$ cat src/design/stlc_pkg.sv
package stlc_pkg;

  localparam int NODES_DEFAULT = 256;
  localparam int LABELS        = 256;
  localparam int LABEL_W       = 8;
  localparam int COUNT_W       = 9;
  localparam int EDGE_W        = 8;
  localparam int STEP_W        = 5;

  localparam logic [COUNT_W-1:0] COUNT_MAX = '1;
  localparam logic [EDGE_W-1:0]  EDGE_MAX  = '1;

  typedef logic [STEP_W-1:0] step_t;

  typedef enum logic [4:0] {
    OP_NOP,
    OP_ACCEPT,
    OP_RD_A,
    OP_RD_B,
    OP_CAP_LB,
    OP_RD_CA,
    OP_RD_CB,
    OP_PICK,
    OP_SCAN,
    OP_SCAN_TAIL,
    OP_WR_SUM,
    OP_WR_ZERO,
    OP_OPEN_A,
    OP_OPEN_B,
    OP_JOIN,
    OP_CLR_INIT,
    OP_CLR,
    OP_EMIT
  } op_t;

  typedef enum logic [2:0] {
    H_NONE,
    H_NO_BEAT,
    H_SCAN_MORE,
    H_CLR_MORE,
    H_OUT_BUSY
  } hold_t;

  typedef enum logic [3:0] {
    C_NEVER,
    C_ALWAYS,
    C_RESTART,
    C_BAD,
    C_BOTH_ZERO,
    C_SAME,
    C_ONE_ZERO,
    C_NO_LABEL,
    C_BOOT
  } cond_t;

  typedef struct packed {
    op_t   op;
    hold_t hold;
    cond_t cond;
    step_t target;
  } ctrl_word_t;

  typedef struct packed {
    logic beat;
    logic restart;
    logic bad;
    logic both_zero;
    logic same;
    logic one_zero;
    logic no_label;
    logic boot;
    logic scan_more;
    logic clr_more;
    logic out_busy;
  } status_t;

  localparam step_t S_IDLE     = 5'd0;
  localparam step_t S_DISPATCH = 5'd1;
  localparam step_t S_RD_A     = 5'd2;
  localparam step_t S_RD_B     = 5'd3;
  localparam step_t S_CAP_LB   = 5'd4;
  localparam step_t S_RD_CA    = 5'd5;
  localparam step_t S_RD_CB    = 5'd6;
  localparam step_t S_PICK     = 5'd7;
  localparam step_t S_SCAN     = 5'd8;
  localparam step_t S_TAIL     = 5'd9;
  localparam step_t S_WR_SUM   = 5'd10;
  localparam step_t S_WR_ZERO  = 5'd11;
  localparam step_t S_OPEN     = 5'd12;
  localparam step_t S_OPEN_B   = 5'd13;
  localparam step_t S_JOIN     = 5'd14;
  localparam step_t S_CLR_INIT = 5'd15;
  localparam step_t S_CLR      = 5'd16;
  localparam step_t S_EMIT     = 5'd17;

  // Control store: stay while hold is true, else jump on cond, else fall through.
  function automatic ctrl_word_t ucode(input step_t step);
    ctrl_word_t w;
    begin
      case (step)
        S_IDLE:     w = '{OP_ACCEPT,    H_NO_BEAT,   C_NEVER,     S_IDLE};
        S_DISPATCH: w = '{OP_NOP,       H_NONE,      C_RESTART,   S_CLR_INIT};
        S_RD_A:     w = '{OP_RD_A,      H_NONE,      C_BAD,       S_EMIT};
        S_RD_B:     w = '{OP_RD_B,      H_NONE,      C_NEVER,     S_IDLE};
        S_CAP_LB:   w = '{OP_CAP_LB,    H_NONE,      C_NEVER,     S_IDLE};
        S_RD_CA:    w = '{OP_RD_CA,     H_NONE,      C_BOTH_ZERO, S_OPEN};
        S_RD_CB:    w = '{OP_RD_CB,     H_NONE,      C_SAME,      S_EMIT};
        S_PICK:     w = '{OP_PICK,      H_NONE,      C_ONE_ZERO,  S_JOIN};
        S_SCAN:     w = '{OP_SCAN,      H_SCAN_MORE, C_NEVER,     S_IDLE};
        S_TAIL:     w = '{OP_SCAN_TAIL, H_NONE,      C_NEVER,     S_IDLE};
        S_WR_SUM:   w = '{OP_WR_SUM,    H_NONE,      C_NEVER,     S_IDLE};
        S_WR_ZERO:  w = '{OP_WR_ZERO,   H_NONE,      C_ALWAYS,    S_EMIT};
        S_OPEN:     w = '{OP_OPEN_A,    H_NONE,      C_NO_LABEL,  S_EMIT};
        S_OPEN_B:   w = '{OP_OPEN_B,    H_NONE,      C_ALWAYS,    S_EMIT};
        S_JOIN:     w = '{OP_JOIN,      H_NONE,      C_ALWAYS,    S_EMIT};
        S_CLR_INIT: w = '{OP_CLR_INIT,  H_NONE,      C_NEVER,     S_IDLE};
        S_CLR:      w = '{OP_CLR,       H_CLR_MORE,  C_BOOT,      S_IDLE};
        S_EMIT:     w = '{OP_EMIT,      H_OUT_BUSY,  C_ALWAYS,    S_IDLE};
        default:    w = '{OP_NOP,       H_NONE,      C_ALWAYS,    S_IDLE};
      endcase
      return w;
    end
  endfunction

endpackage

$ cat src/design/spanning_tree_link_classifier.sv
// channel | handshake           | payload
// in      | in_valid / in_ready | func, node_a, node_b
// out     | out_valid/out_ready | link_kept, groups_joined, group_opened, tree_edge_total
//
// One item at a time. An ignored link goes to the output step after its range
// check, a redundant one after its label lookups; opening a group or joining a
// node writes both RAMs, and a merge adds a sweep of the node label RAM.
// A restart clears both RAMs one entry a cycle, over max(NODES, 256) entries.
// After reset the same clearing pass runs with in_ready low. A stalled output holds
// its beat; the next item is taken meanwhile and waits in its last step until the
// output register frees.
module spanning_tree_link_classifier #(
  parameter int NODES = stlc_pkg::NODES_DEFAULT
) (
  input  logic                        clk,
  input  logic                        rst,
  input  logic                        in_valid,
  output logic                        in_ready,
  input  logic                        func,
  input  logic [7:0]                  node_a,
  input  logic [7:0]                  node_b,
  output logic                        out_valid,
  input  logic                        out_ready,
  output logic                        link_kept,
  output logic                        groups_joined,
  output logic                        group_opened,
  output logic [stlc_pkg::EDGE_W-1:0] tree_edge_total
);
  import stlc_pkg::*;

  op_t     op;
  status_t status;

  stlc_sequencer u_seq (
    .clk   (clk),
    .rst   (rst),
    .status(status),
    .op    (op)
  );

  stlc_datapath #(
    .NODES(NODES)
  ) u_dp (
    .clk            (clk),
    .rst            (rst),
    .op             (op),
    .status         (status),
    .in_valid       (in_valid),
    .in_ready       (in_ready),
    .func           (func),
    .node_a         (node_a),
    .node_b         (node_b),
    .out_valid      (out_valid),
    .out_ready      (out_ready),
    .link_kept      (link_kept),
    .groups_joined  (groups_joined),
    .group_opened   (group_opened),
    .tree_edge_total(tree_edge_total)
  );

endmodule

$ cat src/design/stlc_ram.sv
module stlc_ram #(
  parameter int WIDTH = 8,
  parameter int DEPTH = 256
) (
  input  logic                     clk,
  input  logic                     we,
  input  logic [$clog2(DEPTH)-1:0] waddr,
  input  logic [WIDTH-1:0]         wdata,
  input  logic [$clog2(DEPTH)-1:0] raddr,
  output logic [WIDTH-1:0]         rdata
);

  logic [WIDTH-1:0] mem [DEPTH];

  always_ff @(posedge clk) begin
    if (we) begin
      mem[waddr] <= wdata;
    end
    rdata <= mem[raddr];
  end

endmodule

$ cat src/design/stlc_sequencer.sv
module stlc_sequencer (
  input  logic             clk,
  input  logic             rst,
  input  stlc_pkg::status_t status,
  output stlc_pkg::op_t     op
);
  import stlc_pkg::*;

  step_t      pc;
  step_t      pc_next;
  ctrl_word_t ctrl;
  logic       hold_hit;
  logic       cond_hit;

  assign ctrl = ucode(pc);
  assign op   = ctrl.op;

  always_comb begin
    case (ctrl.hold)
      H_NONE:      hold_hit = 1'b0;
      H_NO_BEAT:   hold_hit = !status.beat;
      H_SCAN_MORE: hold_hit = status.scan_more;
      H_CLR_MORE:  hold_hit = status.clr_more;
      H_OUT_BUSY:  hold_hit = status.out_busy;
      default:     hold_hit = 1'b0;
    endcase

    case (ctrl.cond)
      C_NEVER:     cond_hit = 1'b0;
      C_ALWAYS:    cond_hit = 1'b1;
      C_RESTART:   cond_hit = status.restart;
      C_BAD:       cond_hit = status.bad;
      C_BOTH_ZERO: cond_hit = status.both_zero;
      C_SAME:      cond_hit = status.same;
      C_ONE_ZERO:  cond_hit = status.one_zero;
      C_NO_LABEL:  cond_hit = status.no_label;
      C_BOOT:      cond_hit = status.boot;
      default:     cond_hit = 1'b0;
    endcase

    if (hold_hit) begin
      pc_next = pc;
    end else if (cond_hit) begin
      pc_next = ctrl.target;
    end else begin
      pc_next = pc + step_t'(1);
    end
  end

  // Reset enters the clearing pass; the boot flag skips its result.
  always_ff @(posedge clk) begin
    if (rst) begin
      pc <= S_CLR_INIT;
    end else begin
      pc <= pc_next;
    end
  end

endmodule

$ cat src/design/stlc_datapath.sv
module stlc_datapath #(
  parameter int NODES = stlc_pkg::NODES_DEFAULT
) (
  input  logic                           clk,
  input  logic                           rst,
  input  stlc_pkg::op_t                  op,
  output stlc_pkg::status_t              status,
  input  logic                           in_valid,
  output logic                           in_ready,
  input  logic                           func,
  input  logic [7:0]                     node_a,
  input  logic [7:0]                     node_b,
  output logic                           out_valid,
  input  logic                           out_ready,
  output logic                           link_kept,
  output logic                           groups_joined,
  output logic                           group_opened,
  output logic [stlc_pkg::EDGE_W-1:0]    tree_edge_total
);
  import stlc_pkg::*;

  localparam int NAW   = $clog2(NODES);
  localparam int SWEEP = (NODES > LABELS) ? NODES : LABELS;
  localparam int IW    = $clog2(SWEEP);
  localparam int GAW   = $clog2(LABELS);
  localparam logic [IW-1:0] SCAN_LAST = IW'(NODES - 1);
  localparam logic [IW-1:0] CLR_LAST  = IW'(SWEEP - 1);

  // item registers
  logic               func_r;
  logic [7:0]         a_r;
  logic [7:0]         b_r;
  logic [LABEL_W-1:0] la;
  logic [LABEL_W-1:0] lb;
  logic [COUNT_W-1:0] ca;
  logic [COUNT_W-1:0] cb;
  logic [LABEL_W-1:0] from_lbl;
  logic [LABEL_W-1:0] to_lbl;
  logic [IW-1:0]      idx;
  logic [NAW-1:0]     idx_d;
  logic               scan_vld;
  logic               kept;
  logic               joined;
  logic               opened;

  // persistent state
  logic               boot;
  logic [LABEL_W-1:0] next_label;
  logic [EDGE_W-1:0]  edge_count;
  logic [EDGE_W-1:0]  edge_next;

  // memory ports
  logic               node_we;
  logic [NAW-1:0]     node_waddr;
  logic [LABEL_W-1:0] node_wdata;
  logic [NAW-1:0]     node_raddr;
  logic [LABEL_W-1:0] node_rdata;
  logic               grp_we;
  logic [GAW-1:0]     grp_waddr;
  logic [COUNT_W-1:0] grp_wdata;
  logic [GAW-1:0]     grp_raddr;
  logic [COUNT_W-1:0] grp_rdata;

  logic [NAW-1:0]     a_idx;
  logic [NAW-1:0]     b_idx;
  logic [COUNT_W:0]   sum_wide;
  logic [COUNT_W-1:0] sum_sat;
  logic [LABEL_W-1:0] join_lbl;
  logic [NAW-1:0]     join_node;
  logic [COUNT_W-1:0] join_cnt;
  logic [COUNT_W-1:0] join_inc;
  logic               scan_hit;
  logic               beat;
  logic               out_free;

  assign in_ready = (op == OP_ACCEPT);
  assign beat     = in_valid && in_ready;
  assign out_free = !out_valid || out_ready;

  assign a_idx     = NAW'(a_r);
  assign b_idx     = NAW'(b_r);
  assign sum_wide  = {1'b0, ca} + {1'b0, cb};
  assign sum_sat   = sum_wide[COUNT_W] ? COUNT_MAX : sum_wide[COUNT_W-1:0];
  assign join_lbl  = (la != '0) ? la : lb;
  assign join_node = (la != '0) ? b_idx : a_idx;
  assign join_cnt  = (la != '0) ? ca : cb;
  assign join_inc  = (join_cnt == COUNT_MAX) ? join_cnt : join_cnt + COUNT_W'(1);
  assign edge_next = (edge_count == EDGE_MAX) ? edge_count : edge_count + EDGE_W'(1);
  assign scan_hit  = scan_vld && (node_rdata == from_lbl);

  always_comb begin
    status.beat      = beat;
    status.restart   = func_r;
    status.bad       = (32'(a_r) >= NODES) || (32'(b_r) >= NODES);
    status.both_zero = (la == '0) && (lb == '0);
    status.same      = (la == lb);
    status.one_zero  = (la == '0) || (lb == '0);
    status.no_label  = (next_label == '0);
    status.boot      = boot;
    status.scan_more = (idx != SCAN_LAST);
    status.clr_more  = (idx != CLR_LAST);
    status.out_busy  = !out_free;
  end

  always_comb begin
    node_we    = 1'b0;
    node_waddr = '0;
    node_wdata = '0;
    node_raddr = '0;
    grp_we     = 1'b0;
    grp_waddr  = '0;
    grp_wdata  = '0;
    grp_raddr  = '0;
    case (op)
      OP_RD_A: node_raddr = a_idx;
      OP_RD_B: node_raddr = b_idx;
      OP_RD_CA: grp_raddr = GAW'(la);
      OP_RD_CB: grp_raddr = GAW'(lb);
      OP_SCAN: begin
        // read one entry ahead, rewrite the one read last cycle
        node_raddr = idx[NAW-1:0];
        node_we    = scan_hit;
        node_waddr = idx_d;
        node_wdata = to_lbl;
      end
      OP_SCAN_TAIL: begin
        node_we    = scan_hit;
        node_waddr = idx_d;
        node_wdata = to_lbl;
      end
      OP_WR_SUM: begin
        grp_we    = 1'b1;
        grp_waddr = GAW'(to_lbl);
        grp_wdata = sum_sat;
      end
      OP_WR_ZERO: begin
        grp_we    = 1'b1;
        grp_waddr = GAW'(from_lbl);
      end
      OP_OPEN_A: begin
        node_we    = 1'b1;
        node_waddr = a_idx;
        node_wdata = next_label;
      end
      OP_OPEN_B: begin
        node_we    = 1'b1;
        node_waddr = b_idx;
        node_wdata = next_label;
        grp_we     = 1'b1;
        grp_waddr  = GAW'(next_label);
        grp_wdata  = (a_r == b_r) ? COUNT_W'(1) : COUNT_W'(2);
      end
      OP_JOIN: begin
        node_we    = 1'b1;
        node_waddr = join_node;
        node_wdata = join_lbl;
        grp_we     = 1'b1;
        grp_waddr  = GAW'(join_lbl);
        grp_wdata  = join_inc;
      end
      OP_CLR: begin
        node_we    = (32'(idx) < NODES);
        node_waddr = idx[NAW-1:0];
        grp_we     = (32'(idx) < LABELS);
        grp_waddr  = idx[GAW-1:0];
      end
      default: begin
      end
    endcase
  end

  // control and persistent state
  always_ff @(posedge clk) begin
    if (rst) begin
      boot       <= 1'b1;
      out_valid  <= 1'b0;
      next_label <= LABEL_W'(1);
      edge_count <= '0;
    end else begin
      if ((op == OP_EMIT) && out_free) begin
        out_valid <= 1'b1;
      end else if (out_ready) begin
        out_valid <= 1'b0;
      end
      case (op)
        OP_WR_ZERO: edge_count <= edge_next;
        OP_JOIN:    edge_count <= edge_next;
        OP_OPEN_B: begin
          edge_count <= edge_next;
          next_label <= next_label + LABEL_W'(1);
        end
        OP_CLR_INIT: begin
          next_label <= LABEL_W'(1);
          edge_count <= '0;
        end
        OP_CLR: begin
          if (idx == CLR_LAST) begin
            boot <= 1'b0;
          end
        end
        default: begin
        end
      endcase
    end
  end

  // item payload
  always_ff @(posedge clk) begin
    case (op)
      OP_ACCEPT: begin
        if (beat) begin
          func_r <= func;
          a_r    <= node_a;
          b_r    <= node_b;
          kept   <= 1'b0;
          joined <= 1'b0;
          opened <= 1'b0;
        end
      end
      OP_RD_B:   la <= node_rdata;
      OP_CAP_LB: lb <= node_rdata;
      OP_RD_CB:  ca <= grp_rdata;
      OP_PICK: begin
        // larger group absorbs; first node's group wins ties
        cb       <= grp_rdata;
        idx      <= '0;
        scan_vld <= 1'b0;
        if (ca >= grp_rdata) begin
          from_lbl <= lb;
          to_lbl   <= la;
        end else begin
          from_lbl <= la;
          to_lbl   <= lb;
        end
      end
      OP_SCAN: begin
        idx_d    <= idx[NAW-1:0];
        idx      <= idx + IW'(1);
        scan_vld <= 1'b1;
      end
      OP_WR_ZERO: begin
        kept   <= 1'b1;
        joined <= 1'b1;
      end
      OP_OPEN_B: begin
        kept   <= 1'b1;
        opened <= 1'b1;
      end
      OP_JOIN: kept <= 1'b1;
      OP_CLR_INIT: begin
        idx    <= '0;
        kept   <= 1'b0;
        joined <= 1'b0;
        opened <= 1'b0;
      end
      OP_CLR: idx <= idx + IW'(1);
      OP_EMIT: begin
        if (out_free) begin
          link_kept       <= kept;
          groups_joined   <= joined;
          group_opened    <= opened;
          tree_edge_total <= edge_count;
        end
      end
      default: begin
      end
    endcase
  end

  stlc_ram #(
    .WIDTH(LABEL_W),
    .DEPTH(NODES)
  ) u_node_label (
    .clk  (clk),
    .we   (node_we),
    .waddr(node_waddr),
    .wdata(node_wdata),
    .raddr(node_raddr),
    .rdata(node_rdata)
  );

  stlc_ram #(
    .WIDTH(COUNT_W),
    .DEPTH(LABELS)
  ) u_group_members (
    .clk  (clk),
    .we   (grp_we),
    .waddr(grp_waddr),
    .wdata(grp_wdata),
    .raddr(grp_raddr),
    .rdata(grp_rdata)
  );

endmodule

$ cat config.mk
export PLATFORM = sky130hd
export DESIGN_NAME = spanning_tree_link_classifier
export DESIGN_NICKNAME = d
export VERILOG_FILES = /design/src/design/stlc_pkg.sv /design/src/design/spanning_tree_link_classifier.sv /design/src/design/stlc_ram.sv /design/src/design/stlc_sequencer.sv /design/src/design/stlc_datapath.sv
export SDC_FILE = /design/constraint.sdc
export NUM_CORES = 2
export LEC_CHECK = 0
export ABC_CLOCK_PERIOD_IN_PS = 26100
export CAP_MARGIN = 5
export CORE_MARGIN = 1.5
export CORE_UTILIZATION = 44
export DETAILED_ROUTE_END_ITERATION = 16
export DONT_BUFFER_PORTS = 1
export HOLD_SLACK_MARGIN = 0.05
export PLACE_DENSITY = 0.68
export SETUP_SLACK_MARGIN = 0.2
export SYNTH_ARGS = -nofsm -noshare
export SYNTH_HDL_FRONTEND = slang
export SYNTH_MEMORY_MAX_BITS = 65536
export SYNTH_SLANG_ARGS = --single-unit
$ cat constraint.sdc
create_clock -name clk -period 26.1 [get_ports clk]
set_input_delay 5.22 -clock clk [delete_from_list [all_inputs] [get_ports clk]]
set_output_delay 5.22 -clock clk [all_outputs]
set_load 0.01 [all_outputs]
Yosys cells after proc, flatten, opt, wreduce, memory -nomap -nowiden
Memories as Yosys holds them, arrays and structs flattened. A register that Yosys moved wholly into a read port is not among the register bits.
Cells that the tools add are included.
{"block": "word_totals", "regBits": 121, "output_inout_bits": 13, "latch_bits": 0, "ram_bits": 4352, "rom_bits": 544, "n_memories": 3, "input_bits": 21}
{"block": "classes", "n_reduce_logical": 36, "mux": 36, "div_mod_pow": 0, "n_mul": 0, "shifts": 0, "bitwise_logic": 0, "eq_ne": 37, "add_sub_neg": 6, "n_lt_le_gt_ge": 1}
{"memory": "u_dp.u_group_members.mem", "words": 256, "width": 9, "read_ports": 1, "rd_clocked_by_memory_dff": 1, "write_ports": 1, "line": "stlc_ram.sv:13", "source": "logic [WIDTH-1:0] mem [DEPTH];"}
{"memory": "u_dp.u_node_label.mem", "words": 256, "width": 8, "read_ports": 1, "rd_clocked_by_memory_dff": 1, "write_ports": 1, "line": "stlc_ram.sv:13"}
{"memory": "(no name shown)", "words": 32, "width": 17, "read_ports": 1, "rd_clocked_by_memory_dff": 1, "write_ports": 0, "line": "stlc_pkg.sv:100", "source": "case (step)"}
{"operator": "$pmux W8 S5", "n": 2}
{"operator": "$pmux W8 S2", "n": 4}
{"operator": "$pmux W8 S3", "n": 2}
{"operator": "$eq A5 B4 Y1 const B", "n": 8}
{"operator": "$mux W8", "n": 5}
{"operator": "$mux W9", "n": 3}
{"operator": "$pmux W9 S3", "n": 1}
{"operator": "$add A8 B1 Y8 const B", "n": 3}
{"operator": "$eq A8 B8 Y1", "n": 3}
{"operator": "$logic_not A8 Y1", "n": 3}
{"operator": "$eq A5 B3 Y1 const B", "n": 4}
{"operator": "$eq A4 B3 Y1 const B", "n": 4}
{"operator": "$eq A8 B8 Y1 const B", "n": 2}
{"operator": "$mux W5", "n": 3}
{"operator": "$reduce_and A2 Y1", "n": 7}
{"operator": "$pmux W1 S3", "n": 4}
{"operator": "$add A9 B9 Y10", "n": 1}
{"operator": "$eq A5 B2 Y1 const B", "n": 2}
{"operator": "$eq A5 B5 Y1 const B", "n": 2}
{"operator": "$reduce_bool A2 Y1", "n": 5}
{"operator": "$reduce_or A2 Y1", "n": 5}
{"operator": "$add A9 B1 Y9 const B", "n": 1}
{"operator": "$eq A9 B9 Y1 const B", "n": 1}
{"operator": "$ge A9 B9 Y1", "n": 1}
{"operator": "other kinds (22)", "n": 40}

Logic depth before layout (Yosys ltp)
{"block": "logic_depth", "ltp_word": 6, "depth_mapped": 15, "ltp_nobuf": 14}

Cells and area by module
From an unflattened synthesis, not the netlist that was laid out.
{"block": "hier_totals", "cells_unflattened": 8698, "hier_area_um2": 176614.4}
{"module": "stlc_ram (u_dp.u_group_members)", "area_each_um2": 89278.1, "cells_each": 4237, "n_inst": 1}
{"module": "stlc_ram (u_dp.u_node_label)", "area_each_um2": 79556.3, "cells_each": 3733, "n_inst": 1}
{"module": "stlc_datapath", "area_each_um2": 6591.3, "cells_each": 600, "n_inst": 1}
{"module": "stlc_sequencer", "area_each_um2": 1188.6, "cells_each": 128, "n_inst": 1}

Worst setup path before layout
No wires, ideal clock.
{"block": "synth_timing", "path_type": "register to register", "startpoint": "register u_dp.la[7]", "endpoint": "memory u_dp.u_group_members.mem[0][3] (netlist name), data pin", "t_arrival_ps": 12746, "path_stages_with_launch": 13, "setup_slack_ps": 11167, "setup_ps": 2186, "period_less_slack_ps": 14933, "cell_sequence": "edfxtp_1 -> or4_1 -> nor2_4 -> buf_2 -> nand2_1 -> o21ai_0 -> ha_1 -> o21ai_0 -> a21o_1 -> a21oi_1 -> nor2_1 -> xor2_1 -> o21ai_0"}
{"block": "synth_via", "elab_chain_cells": 5, "word_cells_on_any_way": 6, "cone_classes": "add/sub: 1; eq/ne: 1; mux: 3; reduce/logical: 1"}
{"item": "from (decl)", "line": "stlc_datapath.sv:33", "source": "logic [LABEL_W-1:0] la;"}
{"item": "from (signal assigned)", "line": "stlc_datapath.sv:220", "source": "OP_RD_B: la <= node_rdata;"}
{"item": "$reduce_bool A8 Y1 *", "line": "stlc_datapath.sv:86", "source": "assign join_cnt = (la != '0) ? ca : cb;"}
{"item": "$mux W9 *", "line": "stlc_datapath.sv:86"}
{"item": "$add A9 B1 Y9 or $eq A9 B9 Y1 (tied branches)", "line": "stlc_datapath.sv:87", "source": "assign join_inc = (join_cnt == COUNT_MAX) ? join_cnt : join_cnt + COUNT_W'(1);"}
{"item": "$mux W9 *", "line": "stlc_datapath.sv:87"}
{"item": "$pmux W9 S3 *", "line": "stlc_datapath.sv:114", "source": "case (op)"}
{"item": "named net u_dp.grp_wdata[3]", "line": "stlc_datapath.sv:60", "source": "logic [COUNT_W-1:0] grp_wdata;"}
{"item": "to (decl)", "line": "stlc_ram.sv:13"}
Mark *: on every way through the listed nets, which the timed path passes. The rest lies on a longest branch.

Final worst setup path
{"block": "layout_timing", "startpoint": "register u_seq.ctrl[12] (netlist name)", "endpoint": "output in_ready"}
{"block": "layout_via", "elab_chain_cells": 1}
{"item": "$eq A5 B1 Y1", "line": "stlc_datapath.sv:76", "source": "assign in_ready = (op == OP_ACCEPT);"}
{"item": "to (decl)", "line": "spanning_tree_link_classifier.sv:18", "source": "output logic in_ready,"}
No other way between the ends.

==> flow_summary.ini <==
[layout]
fillCellCount = 34900
drive_above_1_share = 0.0657
final_cell_mix = edfxtp_1 (4450), nand2_1 (3919), nand3_1 (1468)
fin_nets = 13900
multi_input_area_sq_um = 43700
syn_to_final_growth_pct = 10.3
mostFrequentLayoutCell = edfxtp_1
seqCellArea_sq_um = 135000

[setup_path]
crit_fanout = 31
timing.rr.start = u_seq.ctrl[14]$_SDFF_PP0_
end_kind = output port
timing.rr.end = u_dp.u_node_label.rdata[2]$_DFF_P_
reg2regPathDepth = 15
crit_chain = buf_4 > nor2b_1 > and2_1
timing.reg2reg.setup_slack_ns = 19.12
required_ns = 20.88
slowest_stage = nor2b_1
crit_path_start_kind = flop
crit_type = flop to output port
critPathArrivalTime_ns = 2.77
critPathMaxStageDelay_ns = 0.67

[synthesis]
synth.distinct_cells = 93
ys_seq_area_frac = 0.739
synth_area_sq_um = 182000
syn-num-nets = 14200
syn_inst = 14100
async_flop_share = 0
yosysWarnings = 0
ys_ff_latch = 4506
synth_edf_count = 4450
syn_area_per_cell_sq_um = 12.9
synthFlopType = edfxtp_1

[clock_network]
cts_setup_buffers = 0
cts_made_buffers = 436
cts.sinks = 4506
clk_latency_ns = 1.03
htree_levels = 5
cts-resized-gates = 0
clk_pin_slew_ns = 0.06
root_buffer = clkbuf_16
hold_buffers = 0
cts.path.max_buffers = 4
cts_tree = done

[detailed_routing]
wl_per_cell_um = 26.4
num_vias = 119000
wirelength_um = 521000
drt.antenna.violating_nets = 0
via_per_inst = 6.03
dr_wl_met3_um = 61000
dr.pass1.iters = 7
wl_met1_um = 198000
highest_layer = met5
met2_length_um = 236000
route.detailed.drc = 0
drt-initial-drc-count = 17300

[pwr]
power.density_nw_per_um2 = 101
power_leakage_nw = 69.4
power_mw = 20.3
vdd_drop_max_uv = 109

[die]
die_height_um = 647
die-area_sq_um = 418000
rows = 236
die_x_um = 647
initial_core_util = 0.442
fp.coreArea_sq_um = 413000
io_pins = 34

[global_route]
grt.overflow.total = 0
antenna_found_initial = 34
grt_pass1_wl_um = 752000
grt_max_degree = 211
grt.total_usage = 0.241
first_global_vias = 110000

[timing]
tightest_slew_ns = 1.57
setup_violations = 0
fmax_mhz = 125
rsz0062_at_grt = false
hold_violations = 0
finClkSkew_ns = 0.0974
relSlewSlack = -0.0579
drv_slew = 2
final.min_clock_period_ns = 7.99
tns_ns = 0
finalCritPeriodShare = 0.306

[hold_path]
min_path_cells = 0
min_path_type = flop to flop
whs_endpoint = u_dp.groups_joined$_DFFE_PP_
hp-start = u_dp.joined$_DFFE_PP_

[outcome]
violations = capacitance limit, slew limit
status = finished with violations

[flow_run]
drv_cap = 1

[placement]
gp_congestion = 0.899
dp_hpwl_um = 298000
portBuffers = 0
## per-layer routing
layer,up-vias,global-route usage
met5,-,0
met4,12,0.106
met3,1213,0.0550
met2,7096,0.368
met1,59000,0.330
li1,51500,-
## worst max path at each step
stage                           start  depth (start not counted)                                       end  slack, ns
3_3_place_gp                out_ready                         11                  u_seq.ctrl[6]$_SDFF_PP0_      17.86
4_1_cts        u_seq.ctrl[12]$_DFF_P_                          3                                  in_ready      18.11
2_1_floorplan    u_dp.la[7]$_DFFE_PN_                         12  u_dp.u_group_members.mem[0][3]$_DFFE_PP_      11.17
6_report       u_seq.ctrl[12]$_DFF_P_                          3                                  in_ready      18.11
5_1_grt        u_seq.ctrl[12]$_DFF_P_                          3                                  in_ready      18.06
3_5_place_dp                out_ready                         11                  u_seq.ctrl[6]$_SDFF_PP0_      17.87
## logic make-up after synthesis
logic type,share of synthesized area
compound gates,0.0527
xor+xnor,0.00235
fa+ha+maj,0.00215
buf+inv,0.0242
flops,0.739
mux,0.0199
simple gates,0.160
## critical path: cells and delay by family, from the launching register on
family / cells / cell delay (ns)
AND/OR/NAND/NOR: 2 / 1.10
buffers and inverters: 1 / 0.34
flip-flops: 1 / 0.31
## power by group
part / internal (mW) / switching, mW
Combinational: 1.14 / 4.14
Sequential: 8.88 / 0.130
Clock: 3.34 / 2.68
## synth_stat cells, types with 64 or more instances
cell	n	area, sq um
nand4_1	64	400
a31oi_1	220	1380
nand3_1	1475	7380
buf_2	479	2400
inv_1	75	282
a21oi_1	338	1690
nor4_1	100	626
o21ai_0	111	556
mux2i_1	337	3370
nor3_1	116	581
a311oi_1	309	2710
clkbuf_1	312	1170
edfxtp_1	4450	134000
nor2_1	642	2410
buf_1	109	409
and3_1	343	2150
nand2_1	3941	14800
## flip-flops by register name, summed over array words and instances (netlist names), 5 cells and up
| name | flops |
|---|---|
| u_dp.u_group_members.mem | 2304 |
| u_dp.u_node_label.mem | 2048 |
| u_seq.ctrl | 16 |
| u_dp.ca | 9 |
| u_dp.cb | 9 |
| u_dp.u_group_members.rdata | 9 |
| u_dp.a_idx | 8 |
| u_dp.b_idx | 8 |
| u_dp.edge_count | 8 |
| u_dp.from_lbl | 8 |
| u_dp.idx | 8 |
| u_dp.idx_d | 8 |
| u_dp.la | 8 |
| u_dp.lb | 8 |
| u_dp.next_label | 8 |
| u_dp.to_lbl | 8 |
| u_dp.tree_edge_total | 8 |
| u_dp.u_node_label.rdata | 8 |
| u_seq.pc | 5 |
## final cells by class
cell class,instances,area share
timing repair buffer,238,0.0104
antenna,21,0.000261
sequential,4506,0.670
multi-input combinational,8607,0.217
inverter,75,0.00140
clock inverter,214,0.00812
clock buffer,582,0.0583
tap,5474,0.0341
## through the flow
stage	instances	setup slack (ns)	hold WS [ns]	area, sq um	utilization
2_1_floorplan	14100	11.17	0.400	182000	-
3_3_place_gp	18900	17.86	0.407	188000	0.455
3_5_place_dp	18900	17.87	0.420	188000	0.455
4_1_cts	19700	18.11	0.434	201000	0.487
5_1_grt	19700	18.06	0.432	201000	0.487
6_report	19700	18.11	0.431	201000	0.487
No activity file was read; power rests on OpenSTA's default activity.
